==> config.mk <==
export PLATFORM = sky130hd
export DESIGN_NAME = ordered_list_engine_core
export DESIGN_NICKNAME = d
export VERILOG_FILES = /design/src/rtl/ole_pkg.sv /design/src/rtl/ole_ram.sv /design/src/rtl/ole_datapath.sv /design/src/rtl/ole_ctrl.sv /design/src/rtl/ordered_list_engine_core.sv
export SDC_FILE = /design/constraint.sdc
export NUM_CORES = 1
export LEC_CHECK = 0
export BUFFER_PORTS_ARGS = -buffer_cell sky130_fd_sc_hd__buf_2
export CAP_MARGIN = 25
export CORE_ASPECT_RATIO = 1.5
export CORE_MARGIN = 2
export CORE_UTILIZATION = 62
export DETAILED_ROUTE_END_ITERATION = 10
export PLACE_DENSITY_LB_ADDON = 0.08
export SYNTH_ARGS = -nofsm -noshare
export SYNTH_HDL_FRONTEND = slang
export SYNTH_SLANG_ARGS = --single-unit
==> constraint.sdc <==
create_clock -name clk -period 5.9 [get_ports clk]
set_input_delay 0.295 -clock clk [delete_from_list [all_inputs] [get_ports clk]]
set_output_delay 0.295 -clock clk [all_outputs]
set_load 0.01 [all_outputs]
==> src/rtl/ole_pkg.sv <==
// Package for the ordered list engine: capacity, operation and status codes,
// transfer payload types and datapath command/status types. No dependencies.
package ole_pkg;
	localparam int Capacity = 16;
	localparam int IdxW = $clog2(Capacity);
	localparam int CntW = $clog2(Capacity + 1);

	localparam logic [3:0] OP_PUSH_BACK = 4'd0;
	localparam logic [3:0] OP_PUSH_FRONT = 4'd1;
	localparam logic [3:0] OP_POP_FRONT = 4'd2;
	localparam logic [3:0] OP_POP_BACK = 4'd3;
	localparam logic [3:0] OP_INSERT = 4'd4;
	localparam logic [3:0] OP_DEL_VALUE = 4'd5;
	localparam logic [3:0] OP_DEL_POS = 4'd6;
	localparam logic [3:0] OP_READ_FWD = 4'd7;
	localparam logic [3:0] OP_READ_REV = 4'd8;

	localparam logic [2:0] ST_OK = 3'd0;
	localparam logic [2:0] ST_EMPTY = 3'd1;
	localparam logic [2:0] ST_BADPOS = 3'd2;
	localparam logic [2:0] ST_NOTFOUND = 3'd3;
	localparam logic [2:0] ST_FULL = 3'd4;

	typedef struct packed {
		logic [3:0] kind;
		logic signed [31:0] value;
		logic [7:0] position;
	} in_item_t;

	typedef struct packed {
		logic [2:0] status;
		logic signed [31:0] data;
		logic [4:0] length;
		logic last;
	} out_item_t;

	// Datapath commands from the controller.
	typedef struct packed {
		logic load;       // capture input item
		logic wr_hold;    // write held value at ptr
		logic wr_rdata;   // write last read data at ptr
		logic ptr_load;   // ptr <= ptr_val
		logic [IdxW:0] ptr_val;
		logic ptr_inc;
		logic ptr_dec;
		logic cnt_inc;
		logic cnt_dec;
	} cmd_t;

	typedef struct packed {
		logic [3:0] kind;
		logic [7:0] position;
		logic [CntW-1:0] count;
		logic [IdxW:0] ptr;
		logic match;      // read data equals held value
		logic signed [31:0] rdata;
	} sts_t;
endpackage

==> src/rtl/ole_ram.sv <==
// Generic single-port-write, single-port-read RAM with registered read.
// No dependencies.
module ole_ram #(
	parameter int Width = 32,
	parameter int Depth = 16
) (
	input logic clk,
	input logic we,
	input logic [$clog2(Depth)-1:0] waddr,
	input logic [Width-1:0] wdata,
	input logic [$clog2(Depth)-1:0] raddr,
	output logic [Width-1:0] rdata
);
	logic [Width-1:0] mem [Depth];

	always_ff @(posedge clk) begin
		if (we) begin
			mem[waddr] <= wdata;
		end
		rdata <= mem[raddr];
	end
endmodule

==> src/rtl/ole_datapath.sv <==
// Datapath of the ordered list engine: element memory, pointer, fill count,
// held input item. Depends on ole_pkg and ole_ram.
module ole_datapath (
	input logic clk,
	input logic arst_n,
	input ole_pkg::in_item_t in_item,
	input ole_pkg::cmd_t cmd,
	output ole_pkg::sts_t sts
);
	import ole_pkg::*;

	in_item_t item_q;
	logic [CntW-1:0] count_q;
	logic [IdxW:0] ptr_q;
	logic [31:0] rdata;
	logic we;
	logic [31:0] wdata;

	assign we = cmd.wr_hold | cmd.wr_rdata;
	assign wdata = cmd.wr_hold ? item_q.value : rdata;

	ole_ram #(.Width(32), .Depth(Capacity)) u_ram (
		.clk(clk),
		.we(we),
		.waddr(ptr_q[IdxW-1:0]),
		.wdata(wdata),
		.raddr(ptr_q[IdxW-1:0]),
		.rdata(rdata)
	);

	always_ff @(posedge clk) begin
		if (cmd.load) begin
			item_q <= in_item;
		end
	end

	always_ff @(posedge clk or negedge arst_n) begin
		if (!arst_n) begin
			count_q <= '0;
			ptr_q <= '0;
		end else begin
			if (cmd.cnt_inc) begin
				count_q <= count_q + 1'b1;
			end else if (cmd.cnt_dec) begin
				count_q <= count_q - 1'b1;
			end
			if (cmd.ptr_load) begin
				ptr_q <= cmd.ptr_val;
			end else if (cmd.ptr_inc) begin
				ptr_q <= ptr_q + 1'b1;
			end else if (cmd.ptr_dec) begin
				ptr_q <= ptr_q - 1'b1;
			end
		end
	end

	assign sts.kind = item_q.kind;
	assign sts.position = item_q.position;
	assign sts.count = count_q;
	assign sts.ptr = ptr_q;
	assign sts.match = (rdata == item_q.value);
	assign sts.rdata = rdata;
endmodule

==> src/rtl/ole_ctrl.sv <==
// Controller of the ordered list engine: sequences shifts, searches and
// read-outs, and holds the output register. Depends on ole_pkg.
module ole_ctrl (
	input logic clk,
	input logic arst_n,
	input logic in_valid,
	output logic in_stall,
	output logic out_valid,
	input logic out_stall,
	output ole_pkg::out_item_t out_item,
	output ole_pkg::cmd_t cmd,
	input ole_pkg::sts_t sts
);
	import ole_pkg::*;

	localparam logic [2:0] S_IDLE = 3'd0;
	localparam logic [2:0] S_DECODE = 3'd1;
	localparam logic [2:0] S_OPEN = 3'd2;   // shift up: read ptr-1
	localparam logic [2:0] S_OPEN_W = 3'd3; // read entry ptr, step ptr back up
	localparam logic [2:0] S_CLOSE = 3'd4;  // shift down: read ptr+1
	localparam logic [2:0] S_CLOSE_W = 3'd5;
	localparam logic [2:0] S_SEARCH = 3'd6; // compare read data
	localparam logic [2:0] S_READ = 3'd7;   // emit read-out elements

	logic [2:0] state_q, state_d;
	logic [IdxW:0] target_q, target_d;  // gap index for the shift-up
	logic [IdxW:0] cnt_q, cnt_d;        // results emitted during read-out; shift phase in S_CLOSE_W
	logic rd_pend_q, rd_pend_d;
	logic out_free;
	logic emit;
	out_item_t res;
	logic [IdxW:0] cnt_ext;

	assign cnt_ext = (IdxW + 1)'(sts.count);
	assign out_free = !out_valid || !out_stall;
	assign in_stall = (state_q != S_IDLE);

	always_comb begin
		state_d = state_q;
		target_d = target_q;
		cnt_d = cnt_q;
		rd_pend_d = 1'b0;
		cmd = '0;
		emit = 1'b0;
		res = '0;
		res.last = 1'b1;
		unique case (state_q)
			S_IDLE: begin
				if (in_valid) begin
					cmd.load = 1'b1;
					state_d = S_DECODE;
				end
			end
			S_DECODE: begin
				if (out_free) begin
					unique case (sts.kind) inside
						OP_PUSH_BACK, OP_PUSH_FRONT, OP_INSERT: begin
							if (sts.count >= CntW'(Capacity)) begin
								emit = 1'b1; res.status = ST_FULL; state_d = S_IDLE;
							end else if (sts.kind == OP_INSERT && sts.count != '0 &&
								{1'b0, sts.position} >= 9'(sts.count)) begin
								emit = 1'b1; res.status = ST_BADPOS; state_d = S_IDLE;
							end else begin
								if (sts.kind == OP_PUSH_BACK || sts.count == '0)
									target_d = cnt_ext;
								else if (sts.kind == OP_PUSH_FRONT)
									target_d = '0;
								else
									target_d = (IdxW + 1)'(sts.position) + 1'b1;
								cmd.ptr_load = 1'b1;
								cmd.ptr_val = cnt_ext;
								state_d = S_OPEN;
							end
						end
						OP_POP_FRONT, OP_POP_BACK, OP_DEL_POS: begin
							if (sts.count == '0) begin
								emit = 1'b1; res.status = ST_EMPTY; state_d = S_IDLE;
							end else if (sts.kind == OP_DEL_POS && (sts.position == '0 ||
								{1'b0, sts.position} > 9'(sts.count))) begin
								emit = 1'b1; res.status = ST_BADPOS; state_d = S_IDLE;
							end else begin
								cmd.ptr_load = 1'b1;
								if (sts.kind == OP_POP_FRONT) cmd.ptr_val = '0;
								else if (sts.kind == OP_POP_BACK) cmd.ptr_val = cnt_ext - 1'b1;
								else cmd.ptr_val = (IdxW + 1)'(sts.position) - 1'b1;
								state_d = S_CLOSE;
							end
						end
						OP_DEL_VALUE: begin
							if (sts.count == '0) begin
								emit = 1'b1; res.status = ST_EMPTY; state_d = S_IDLE;
							end else begin
								cmd.ptr_load = 1'b1;
								cmd.ptr_val = '0;
								rd_pend_d = 1'b1;
								state_d = S_SEARCH;
							end
						end
						OP_READ_FWD, OP_READ_REV: begin
							if (sts.count == '0) begin
								emit = 1'b1; res.status = ST_EMPTY; state_d = S_IDLE;
							end else begin
								cmd.ptr_load = 1'b1;
								cmd.ptr_val = (sts.kind == OP_READ_FWD) ? '0 : cnt_ext - 1'b1;
								cnt_d = '0;
								rd_pend_d = 1'b1;
								state_d = S_READ;
							end
						end
						default: state_d = S_IDLE;
					endcase
				end
			end
			S_OPEN: begin
				// ptr is the free slot; move entry ptr-1 up until ptr hits target.
				if (sts.ptr == target_q) begin
					cmd.wr_hold = 1'b1;
					cmd.cnt_inc = 1'b1;
					emit = 1'b1;
					res.length = 5'(sts.count + 1'b1);
					state_d = S_IDLE;
				end else begin
					cmd.ptr_dec = 1'b1;
					state_d = S_OPEN_W;
				end
			end
			S_OPEN_W: begin
				// Entry ptr is being read; S_CLOSE_W stores it one slot up.
				cmd.ptr_inc = 1'b1;
				target_d = target_q;
				state_d = S_CLOSE_W;
				cnt_d = (IdxW + 1)'(1);
			end
			S_CLOSE: begin
				// ptr is the slot to fill from ptr+1.
				if (sts.ptr + 1'b1 >= cnt_ext) begin
					cmd.cnt_dec = 1'b1;
					emit = 1'b1;
					res.length = 5'(sts.count - 1'b1);
					state_d = S_IDLE;
				end else begin
					cmd.ptr_inc = 1'b1;
					cnt_d = '0;
					state_d = S_CLOSE_W;
				end
			end
			S_CLOSE_W: begin
				// Write the registered read data once it holds the source entry.
				if (cnt_q[0]) begin
					// Shift up: write at ptr, then step back down.
					cmd.wr_rdata = 1'b1;
					cmd.ptr_dec = 1'b1;
					state_d = S_OPEN;
				end else begin
					cmd.ptr_dec = 1'b1;
					rd_pend_d = 1'b1;
					state_d = S_CLOSE_W;
					cnt_d = (IdxW + 1)'(2);
					if (cnt_q[1]) begin
						cmd.ptr_dec = 1'b0;
						cmd.wr_rdata = 1'b1;
						cmd.ptr_inc = 1'b1;
						rd_pend_d = 1'b0;
						state_d = S_CLOSE;
					end
				end
			end
			S_SEARCH: begin
				if (!rd_pend_q) begin
					if (sts.match) begin
						state_d = S_CLOSE;
					end else if (sts.ptr + 1'b1 >= cnt_ext) begin
						emit = 1'b1;
						res.status = ST_NOTFOUND;
						state_d = S_IDLE;
					end else begin
						cmd.ptr_inc = 1'b1;
						rd_pend_d = 1'b1;
					end
				end
			end
			S_READ: begin
				if (!rd_pend_q && out_free) begin
					emit = 1'b1;
					res.data = sts.rdata;
					res.last = (cnt_q + 1'b1 == cnt_ext);
					cnt_d = cnt_q + 1'b1;
					if (res.last) begin
						state_d = S_IDLE;
					end else begin
						rd_pend_d = 1'b1;
						if (sts.kind == OP_READ_FWD) cmd.ptr_inc = 1'b1;
						else cmd.ptr_dec = 1'b1;
					end
				end
			end
			default: state_d = S_IDLE;
		endcase
		if (!(state_q == S_OPEN && sts.ptr == target_q) &&
			!(state_q == S_CLOSE && sts.ptr + 1'b1 >= cnt_ext))
			res.length = 5'(sts.count);
	end

	always_ff @(posedge clk or negedge arst_n) begin
		if (!arst_n) begin
			state_q <= S_IDLE;
			target_q <= '0;
			cnt_q <= '0;
			rd_pend_q <= 1'b0;
			out_valid <= 1'b0;
		end else begin
			state_q <= state_d;
			target_q <= target_d;
			cnt_q <= cnt_d;
			rd_pend_q <= rd_pend_d;
			if (emit) out_valid <= 1'b1;
			else if (!out_stall) out_valid <= 1'b0;
		end
	end

	always_ff @(posedge clk) begin
		if (emit) out_item <= res;
	end
endmodule

==> src/rtl/ordered_list_engine_core.sv <==
// Ordered list engine: a deque of up to Capacity signed 32-bit words kept
// packed in one memory. Each operation is accepted in the idle state and
// then decoded; shifting inserts and deletes then move one element at a
// time, each move reading an entry through the registered read port and
// writing it back through the same pointer, a value search compares one
// element at a time, and a read-out delivers its transfers one after
// another. Refused operations finish in the decode state. The decode state
// waits while an earlier result is still stalled in the output register,
// and each read-out transfer waits for that register as well. Operation
// codes 9 to 15 are dropped with no transfer. Results wait in an output
// register; the input side stalls while an operation is in progress.
module ordered_list_engine_core (
	input logic clk,
	input logic arst_n,
	input logic in_valid,
	output logic in_stall,
	input ole_pkg::in_item_t in_item,
	output logic out_valid,
	input logic out_stall,
	output ole_pkg::out_item_t out_item
);
	import ole_pkg::*;

	cmd_t cmd;
	sts_t sts;

	ole_ctrl u_ctrl (
		.clk(clk), .arst_n(arst_n), .in_valid(in_valid), .in_stall(in_stall),
		.out_valid(out_valid), .out_stall(out_stall), .out_item(out_item),
		.cmd(cmd), .sts(sts)
	);

	ole_datapath u_dp (
		.clk(clk), .arst_n(arst_n), .in_item(in_item), .cmd(cmd), .sts(sts)
	);
endmodule

==> metrics.txt <==
status finished, final reports clean; critical path capture point type register; crit path DAT ~4.8 ns; DIE WIDTH roughly 170 um; Post-synth EDFFs 597; setup repair bufs after CTS 0; total clock sinks approximately 650; Root Driver clkbuf_16; synth warn 0; post-placement cell count ~1,900; I/O pin count 91; post-synthesis sequential area ratio 0.7317; Async S/R FF share, synth 0.03823; first-pass GRT wire length about 89,000 um; Fin. Hold Viols 0; Mapped Cells roughly 1,300; depth of the CTS H-tree 2; Post-Place Cell Area roughly 27,000 sq um; routability cong. between 0.8 and 0.9; clock latency on the worst-skew pair ~0.6 ns; DRT antenna net count 0; Non-Filler Instances 2,095; clk_skew between 0.02 and 0.025 ns; total global-route track usage 0.2856; wire length per cell roughly 29 um; final wirelength between 60,000 and 70,000 um; DR pass1 iterations 5; CTS Buf Count 56; vias in the first global route around 14,000; predominant post-synthesis flop cell edfxtp_1; initial antenna violation count 2; Final min period between 4 and 5 ns; WHS roughly 0.024 ns; Slew HR 0.3295; Avg Cell Area, Syn between 15 and 20 sq um; Clock transition at path regs approximately 0.07 ns; max frequency 232.4 MHz; total of max-cap violations 0; starting density of the core 0.6260; vias per std cell 6.420; post-synthesis cell area between 20,000 and 30,000 sq um; hpwl dp 34,930 um; syn_nets 1,395; Slew Viols, Final 0; power consumption 14,370 uW; number of DRC markers in iteration 0 approximately 1,500; Power Dens Cells ~480 nW/um^2; Distinct cells, synth 77; Port-buffer cells 90; Final Setup Violations 0; Worst Hold Class primary input to register; DIE HEIGHT roughly 260 um; CP Max Fanout 40; layout cell share with drive strength beyond 1 0.2948; die area about 44,000 sq um; RSZ-0062 raised after global routing false; largest net degree at the start of global routing between 50 and 60; Core Area 41,900 sq um; Leak Pwr just under 0.01 uW; CP Data Required Time 6.38 ns; Via Count 13,450; Worst Tran Pin Value roughly 1 ns; Worst VDD drop 0.3325 mV; DRC 0; nets 1,553; Fin Setup TNS 0 ns; Post-Layout Inst Area 29,840 sq um; Crit Path Class register to register; CP Launch Type register; Synth Register Bits 654; total grt overflow 0; FP Rows just over 90; CTS tree yes; Tcrit/Tclk final 0.7292; area grow syn2layout 13.77%; Max Buffers Root-to-Sink 3
-- power by group --
group	internal (uW)	leakage, uW	switching, uW
clock	2170	0.000932	1650
combinational	1760	0.00295	2310
sequential	6060	0.00597	424
-- critical path, cell delays in order, from the launching register on --
cell	delay (ns)
dfrtp_4	0.56
buf_4	0.65
xnor2_1	0.16
nand2_1	0.11
nor2_1	0.07
nand3_2	0.09
buf_4	0.64
nand2_1	0.24
or4b_2	0.96
buf_4	0.41
nand2b_1	0.23
-- registers in the layout, summed over array words and instances, names as in the netlist --
| register | flops |
|---|---|
| u_dp.ptr_q | 5 |
| u_ctrl.target_q | 5 |
| u_ctrl.rd_pend_q | 1 |
| u_dp.item_q | 32 |
| u_dp.count_q | 5 |
| u_ctrl.out_valid | 1 |
| u_ctrl.cnt_q | 5 |
| u_dp.sts | 12 |
| u_dp.u_ram.rdata | 32 |
| u_dp.u_ram.mem | 512 |
| u_ctrl.state_q | 3 |
| u_ctrl.out_item | 41 |
-- per-layer routing --
metal,share of wire,vias to the layer above,GRT usage
li1,-,5686,-
met1,0.37,7026,0.3713
met2,0.52,593,0.4878
met3,0.068,145,0.04268
met4,0.043,0,0.1132
met5,0,-,0
-- what timing repair did --
item                      4_1_cts  5_1_grt
resized for setup               0        0
hold endpoints to repair       69        0
hold buffers                   45        0
-- per-stage QoR --
stage | worst slack [ns] | utilization
after floorplan | 1.730 | -
after global placement | 1.625 | 0.6550
after detailed placement | 1.592 | 0.6557
after CTS | 1.561 | 0.7122
after global routing | 1.327 | 0.7122
final | 1.598 | 0.7122
-- Yosys cell counts, types with 4 or more instances --
master	count	area, sq um
and3_1	4	25.02
buf_1	10	37.54
xor2_1	39	341.6
o21ai_1	6	30.03
a211oi_1	5	37.54
nand3_1	22	110.1
nand2_1	34	127.6
nor2_1	49	183.9
buf_2	22	110.1
mux4_2	160	3603
nand2b_1	9	56.30
clkbuf_1	29	108.9
o22ai_1	4	25.02
nor4_1	10	62.56
edfxtp_1	597	17930
nand4_1	4	25.02
a22oi_1	6	45.04
xnor2_1	23	201.4
nor3_1	15	75.07
and2_1	33	206.5
a21oi_1	22	110.1
dfxtp_1	32	640.6
o21ai_0	17	85.08
inv_1	19	71.32
dfrtp_1	25	625.6
ha_1	22	275.3
mux2_2	33	371.6
o31ai_1	4	30.03
nor2b_1	4	25.02
a22o_1	4	35.03
-- cell type report --
type,instances,area (sq um)
inverter,21,78.83
clock inverter,37,420.4
fill,2635,12060
clock buffer,68,1496
tap,564,705.7
antenna,1,2.502
multi-input combinational,587,6805
timing repair buffer,163,1131
sequential,654,19200
-- final timing paths --
| kind | slack [ns] | from | end | cells past startpoint |
|---|---|---|---|---|
| max | 1.60 | u_dp.ptr_q[0] | u_ctrl.out_valid | 10 |
| min | 0.02 | out_stall | u_ctrl.out_valid | 3 |
| max reg2reg | 1.60 | u_dp.ptr_q[0] | u_ctrl.out_valid | 10 |
| min reg2reg | 0.51 | u_ctrl.target_q[3] | u_ctrl.target_q[3] | 2 |
| max in group asynchronous | 5.12 | arst_n | u_dp.ptr_q[0] | 2 |
| min in group asynchronous | 0.25 | arst_n | u_ctrl.out_valid | 2 |
-- cells in the final DEF, fill, tap and decap left out, types with 13 or more instances in the layout --
master         instances
nand3_1               21
mux2_2                33
dlygate4sd3_1         45
inv_1                 19
dfxtp_1               32
a21oi_1               22
xor2_1                39
clkinv_2              13
edfxtp_1             597
buf_2                 90
nor2_1                36
buf_4                 27
dfrtp_1               22
xnor2_1               23
and2_1                33
mux4_2               160
nor2_4                13
nand2_1               34
ha_1                  22
clkbuf_16             56
o21ai_0               17
-- cell families (layout without fill, tap and decap cells) --
family          after synthesis  in the layout  synth area share
compound gates              108            108           0.03081
xor+xnor                     62             62           0.02070
fa+ha+maj                    22             22           0.01049
buf+inv                      84            289           0.01350
flops                       654            654            0.7317
mux                         193            193            0.1515
other cells                   0              1                 0
simple gates                202            202           0.04121
Note: power is estimated with default switching activity, not from simulation.
